[src/segment_intersection_test_top_defines.svh]
// ----------------------------------------------------------------------------
// Segment intersection test: assertion macros
// Shared property wrappers, clocked on clk and disabled in reset.
// ----------------------------------------------------------------------------
`ifndef SEGMENT_INTERSECTION_TEST_TOP_DEFINES_SVH
`define SEGMENT_INTERSECTION_TEST_TOP_DEFINES_SVH

// same-cycle implication
`define SIT_ASSERT_IMPL(label, ante, cons, msg) \
  label: assert property (@(posedge clk) disable iff (rst) (ante) |-> (cons)) \
    else $error(msg);

// next-cycle implication
`define SIT_ASSERT_NEXT(label, ante, cons, msg) \
  label: assert property (@(posedge clk) disable iff (rst) (ante) |=> (cons)) \
    else $error(msg);

`endif

[src/sit_pkg.sv]
// ----------------------------------------------------------------------------
// Segment intersection test package
// Widths, types and pipeline constants shared by the block.
// ----------------------------------------------------------------------------
`timescale 1ns / 1ps

package sit_pkg;

  localparam int COORD_BITS = 16;
  localparam int IN_W       = 16;
  // only the low 16 bits of a coordinate are ever used
  localparam int CW         = (COORD_BITS < IN_W) ? COORD_BITS : IN_W;
  localparam int TOL_W      = 16;

  localparam int DIFF_W  = CW + 1;
  localparam int PROD_W  = 2 * DIFF_W;
  localparam int DET_W   = PROD_W + 1;
  localparam int OFS_W   = ((TOL_W > CW) ? TOL_W : CW) + 2;
  localparam int SPLIT_W = OFS_W;
  localparam int HI_W    = DET_W - SPLIT_W;
  localparam int PPL_W   = SPLIT_W + 1 + OFS_W;
  localparam int PPH_W   = HI_W + OFS_W;
  localparam int MUL_W   = DET_W + OFS_W;

  localparam int STAGES  = 7;
  localparam int BOXES   = 4;

  typedef logic        [CW-1:0]     coord_t;
  typedef logic        [TOL_W-1:0]  tol_t;
  typedef logic signed [DIFF_W-1:0] diff_t;
  typedef logic signed [PROD_W-1:0] prod_t;
  typedef logic signed [DET_W-1:0]  det_t;
  typedef logic signed [OFS_W-1:0]  ofs_t;
  typedef logic signed [MUL_W-1:0]  mul_t;

  localparam diff_t R_ZERO = '0;
  localparam diff_t R_ONE  = diff_t'(1);
  localparam det_t  D_ZERO = '0;

endpackage

[src/sit_pp_mul.sv]
// ----------------------------------------------------------------------------
// Split multiplier
// Wide signed by narrow signed product in two register stages: two partial
// products, then the shifted sum.
// ----------------------------------------------------------------------------
`timescale 1ns / 1ps

module sit_pp_mul (
  input  logic            clk,
  input  logic            en_pp,
  input  logic            en_sum,
  input  sit_pkg::det_t   a,
  input  sit_pkg::ofs_t   b,
  output sit_pkg::mul_t   p
);

  logic signed [sit_pkg::SPLIT_W:0]     a_lo;
  logic signed [sit_pkg::HI_W-1:0]      a_hi;
  logic signed [sit_pkg::PPL_W-1:0]     pp_lo;
  logic signed [sit_pkg::PPH_W-1:0]     pp_hi;

  // low part is taken as unsigned, the sign lives in the high part
  assign a_lo = {1'b0, a[sit_pkg::SPLIT_W-1:0]};
  assign a_hi = a[sit_pkg::DET_W-1:sit_pkg::SPLIT_W];

  always_ff @(posedge clk) begin
    if (en_pp) begin
      pp_lo <= a_lo * b;
      pp_hi <= a_hi * b;
    end
    if (en_sum) begin
      p <= (sit_pkg::mul_t'(pp_hi) <<< sit_pkg::SPLIT_W) + sit_pkg::mul_t'(pp_lo);
    end
  end

endmodule

[config.mk]
export PLATFORM = sky130hd
export DESIGN_NAME = sit_pp_mul
export DESIGN_NICKNAME = d
export VERILOG_FILES = /design/src/segment_intersection_test_top_defines.svh /design/src/sit_pkg.sv /design/src/sit_pp_mul.sv
export SDC_FILE = /design/constraint.sdc
export NUM_CORES = 2
export LEC_CHECK = 0
export CAP_MARGIN = 10
export CORE_ASPECT_RATIO = 0.6
export CORE_UTILIZATION = 30
export CTS_CLUSTER_SIZE = 40
export DETAILED_ROUTE_END_ITERATION = 16
export DONT_BUFFER_PORTS = 1
export MAX_ROUTING_LAYER = met4
export PLACE_DENSITY_LB_ADDON = 0.3
export SLEW_MARGIN = 20
export SYNTH_ARGS = -nofsm -noshare
export SYNTH_HDL_FRONTEND = slang
export SYNTH_SLANG_ARGS = --single-unit
[constraint.sdc]
create_clock -name clk -period 6.8 [get_ports clk]
set_clock_uncertainty 0.2 [all_clocks]
set_input_delay 0.34 -clock clk [delete_from_list [all_inputs] [get_ports clk]]
set_output_delay 0.34 -clock clk [all_outputs]
set_load 0.05 [all_outputs]
# Word-level counts from Yosys, hierarchy flattened
# Cells that the tools add are included.
[word_totals]
word_cells = 6
reg_bits = 125
[classes]
mul = 2
add_sub_neg = 1
[op_table]
columns = ["op", "n"]
rows = [
  ["$add A53 B37 Y53", 1],
  ["$mul A19 B18 Y37", 1],
  ["$mul A17 B18 Y35", 1],
]

# Depth between registers and ports, before layout
[logic_depth]
depth_word = 1
ltp_mapped = 24
mapped_depth_nobuf = 23

# Worst setup path after synthesis
# No wires, ideal clock.
[synth_path]
path_type = "input -> register"
start = "input b[9]"
end = "register pp_lo[33] in the netlist's numbering (data pin)"
required_time_ps = 6341
setup_slack_ps = 318
setup_ps = 259
cell_stages = 24
arrival_ps = 6023
path_cell_list = "clkbuf_1 > clkbuf_1 > nand2_1 > fa_1 > inv_1 > fa_1 > inv_1 > fa_1 > inv_1 > fa_1 > fa_1 > inv_1 > fa_1 > inv_1 > ha_1 > a21oi_1 > o21ai_0 > or3_1 > o2111a_2 > o31ai_4 > o2111ai_1 > a31o_1 > a21oi_2 > xnor2_1"
[synth_via]
elab_chain_len = 1
[synth_rtl]
columns = ["element", "line_no", "rtl"]
rows = [
  ["start, declared", "sit_pp_mul.sv:13", "input sit_pkg::ofs_t b,"],
  ["$mul A19 B18 Y37", "sit_pp_mul.sv:28", "pp_lo <= a_lo * b;"],
  ["end signal, assigned", "sit_pp_mul.sv:28", ""],
  ["end, declared", "sit_pp_mul.sv:19", "logic signed [sit_pkg::PPL_W-1:0] pp_lo;"],
]
# No other way between the ends.
# A chain may end at the register's enable or synchronous reset.

# Worst setup path in the final report
[layout_path]
start = "input a[14]"
end = "register pp_lo[34] in the netlist's numbering (data pin)"
[layout_via]
elab_chain_len = 1
[layout_rtl]
columns = ["element", "line_no", "rtl"]
rows = [
  ["start, declared", "sit_pp_mul.sv:12", "input sit_pkg::det_t a,"],
  ["$mul A19 B18 Y37", "sit_pp_mul.sv:28", ""],
]
# No other way between the ends.

==> reports/metrics.yaml <==
global_route:
  grt_max_degree: 73
  grt_pass1_vias: 19925
  grt_pass1_wl_um: 120000
  global_route.usage.total: 0.174
  grt_antenna_before_repair: 2
  grt-ovfl-total: 0
floorplan:
  die-area_sq_mm: 0.0935
  start_util: 0.306
  die-width_um: 394
  rows: 85
  pin_count: 109
  core_area_sq_mm: 0.0905
  die_y_um: 237
run_status:
  status: "completed"
final_layout:
  drive_gt1_frac: 0.0226
  area_delta_synth_final_pct: 7.10
  fill_cells: 9285
  stdcell_area_sq_mm: 0.0296
  nets: 3656
cts:
  cts_root_buffer: "clkbuf_16"
  cts_sinks: 125
  clock_latency_ns: 0.49
  cts_buffers: 17
  clkTransAtPathRegs_ns: 0.07
  cts_tree: "yes"
  cts_max_level: 4
  clock_path_buffers: 2
  cts_setup_buffers: 0
  post_cts_resized: 0
setup_path:
  crit_arrival_ns: 6.36
  cpPeakStageDelay_ns: 0.55
  path_delay_family: "adder cells"
  critPathMostFrequentCell: "fa_1"
  rr_worst_depth: 12
  cp_num_buf_inv: 4
  critPathKind: "input pin to register"
  required_ns: 6.84
  critPathMaxFanout: 18
  cpMaxStageDelayCell: "fa_1"
  cp.depth: 21
  start_kind: "input pin"
  worstPathCellList: "and2_1 > fa_1 > inv_1 > fa_1 > inv_1 > fa_1 > inv_1 > fa_1 > fa_1 > fa_1 > inv_1 > ha_1 > a2111oi_4 > o211ai_1 > a21oi_1 > o21ai_1 > nor3_1 > o21ai_1 > a211oi_1 > nor4b_1 > a211o_1"
  cp-end-kind: "register"
sta:
  finalHoldViolCount: 0
  relSlewSlack: 0.389
  fmax_ghz: 0.158
  drv_slew: 0
  worstMarginPinSlew_ns: 0.916
  grt_setup_unrepaired: "no"
  setup_tns_ns: 0
  period_minus_slack_ns: 6.32
  setup_viol: 0
  timing.final.crit_share: 0.930
route:
  drc: 0
  ant_nets: 0
  first_iter_violations: 1239
  vias_per_cell: 4.63
  drtPass1Iterations: 5
  wl_per_cell_um: 18.6
  routed_wl_um: 74700
  vias: 18573
yosys:
  ys_seq_area_frac: 0.136
  synthArstFlopShare: 0
  synth-edff-count: 125
  synthCells: 2838
  syn_area_sq_mm: 0.0277
  syn-num-nets: 3716
  ys_warn_count: 0
  dominantRegCellSynth: "edfxtp_1"
  yosysUniqueCellTypes: 65
  ys_seq_elements: 125
  avgSynthCellArea_sq_um: 9.75
min_path:
  worst_hold_path_type: "input pin to register"
  whs_path_depth: 1
place:
  gp_congestion: 0.872
  port_buffers: 0
  place_area_sq_mm: 0.0289
  dp_hpwl_um: 58400
run:
  drv_cap: 0
==> state kept, by name, indices dropped and copies added (netlist names) <==
signal,flops
pp_lo,37
pp_hi,35
p,53
==> metal layers <==
| metal | part of all wire | global-route usage |
|---|---|---|
| met4 | 0.0086 | 0.0277 |
| met2 | 0.39 | 0.233 |
| met3 | 0.064 | 0.0383 |
| met5 | 0 | - |
| met1 | 0.54 | 0.266 |
==> path summary, 6_finish.rpt <==
path	startpoint	endpoint	slack [ns]
max	a[14]	pp_lo[34]	0.48
min	en_sum	p[7]	0.04
max reg2reg	pp_lo[18]	p[52]	2.46
min reg2reg	pp_lo[9]	p[9]	0.22
==> cells in the mapped netlist, drive strengths merged, types with 7 or more instances <==
master | count | area [sq um]
nor2b | 21 | 139
xor2 | 20 | 175
a21o | 26 | 195
clkbuf | 97 | 364
a21oi | 76 | 392
and3 | 8 | 50.1
nand3 | 15 | 75.1
nor3 | 17 | 85.1
nor2 | 70 | 263
inv | 638 | 2390
edfxtp | 125 | 3750
a211oi | 14 | 105
o211ai | 7 | 57.6
and2 | 317 | 1980
fa | 568 | 11400
o21ai | 45 | 225
o21bai | 14 | 109
nand2 | 316 | 1190
o21a | 16 | 120
or2 | 7 | 43.8
ha | 254 | 3180
nand2b | 23 | 144
xnor2 | 74 | 648
==> stage by stage <==
stage          setup slack [ns]  hold slack (ns)   util  instances
3_5_place_dp             0.0870            0.210  0.319       3965
5_1_grt                   0.280           0.0222  0.327       4011
3_3_place_gp              0.187            0.202  0.319       3965
2_1_floorplan             0.318            0.200      -       2838
6_report                  0.478           0.0430  0.327       4012
4_1_cts                   0.622          0.00148  0.327       4009
==> worst reg2reg max path: stages, from the launching register on <==
cell and delay (ns):
edfxtp_1 0.47, ha_1 0.24, inv_1 0.06, fa_1 0.39, nor2b_1 0.21, o31ai_1 0.11
a211oi_1 0.59, o211ai_1 0.37, a31oi_1 0.71, a21oi_2 0.21, o2111ai_1 0.28, a21oi_1 0.12
xnor2_1 0.13
==> what timing repair did <==
action / in CTS / in global routing
endpoints found under the setup margin: 0 / 0
hold buffers: 12 / 0
hold endpoints to repair: 130 / 0
==> layout make-up <==
cell class | instances | area [sq um] | area share
clock inverter | 15 | 164 | 0.00553
antenna | 3 | 7.51 | 0.000253
multi-input combinational | 1976 | 21200 | 0.714
inverter | 638 | 2390 | 0.0808
clock buffer | 17 | 425 | 0.0144
sequential | 125 | 3750 | 0.127
tap | 1218 | 1520 | 0.0514
timing repair buffer | 20 | 215 | 0.00726
==> cells in the final DEF, fill, tap and decap left out, types with 13 or more instances in the layout <==
cell type  Yosys  final
inv_1        638    638
fa_1         568    568
and2_1       317    317
nand2_1      316    316
ha_1         254    254
edfxtp_1     125    125
xnor2_1       74     74
a21oi_1       73     73
nor2_1        70     70
o21ai_0       40     40
a21o_1        26     26
nand2b_1      23     23
nor2b_1       20     20
xor2_1        20     20
nor3_1        17     17
clkbuf_16      0     17
o21a_1        16     16
nand3_1       15     15
a211oi_1      14     14
o21bai_1      13     13
==> kinds of logic after synthesis <==
family,synth area share
buffers and inverters,0.100
AO/OA/AOI/OAI,0.0595
AND/OR/NAND/NOR,0.149
adder cells (fa/ha/maj),0.526
flip-flops,0.136
XOR/XNOR,0.0298
Power is left out: the tool's default activity adds up to more than one toggle a clock period on the data nets, which glitch-free logic cannot reach.
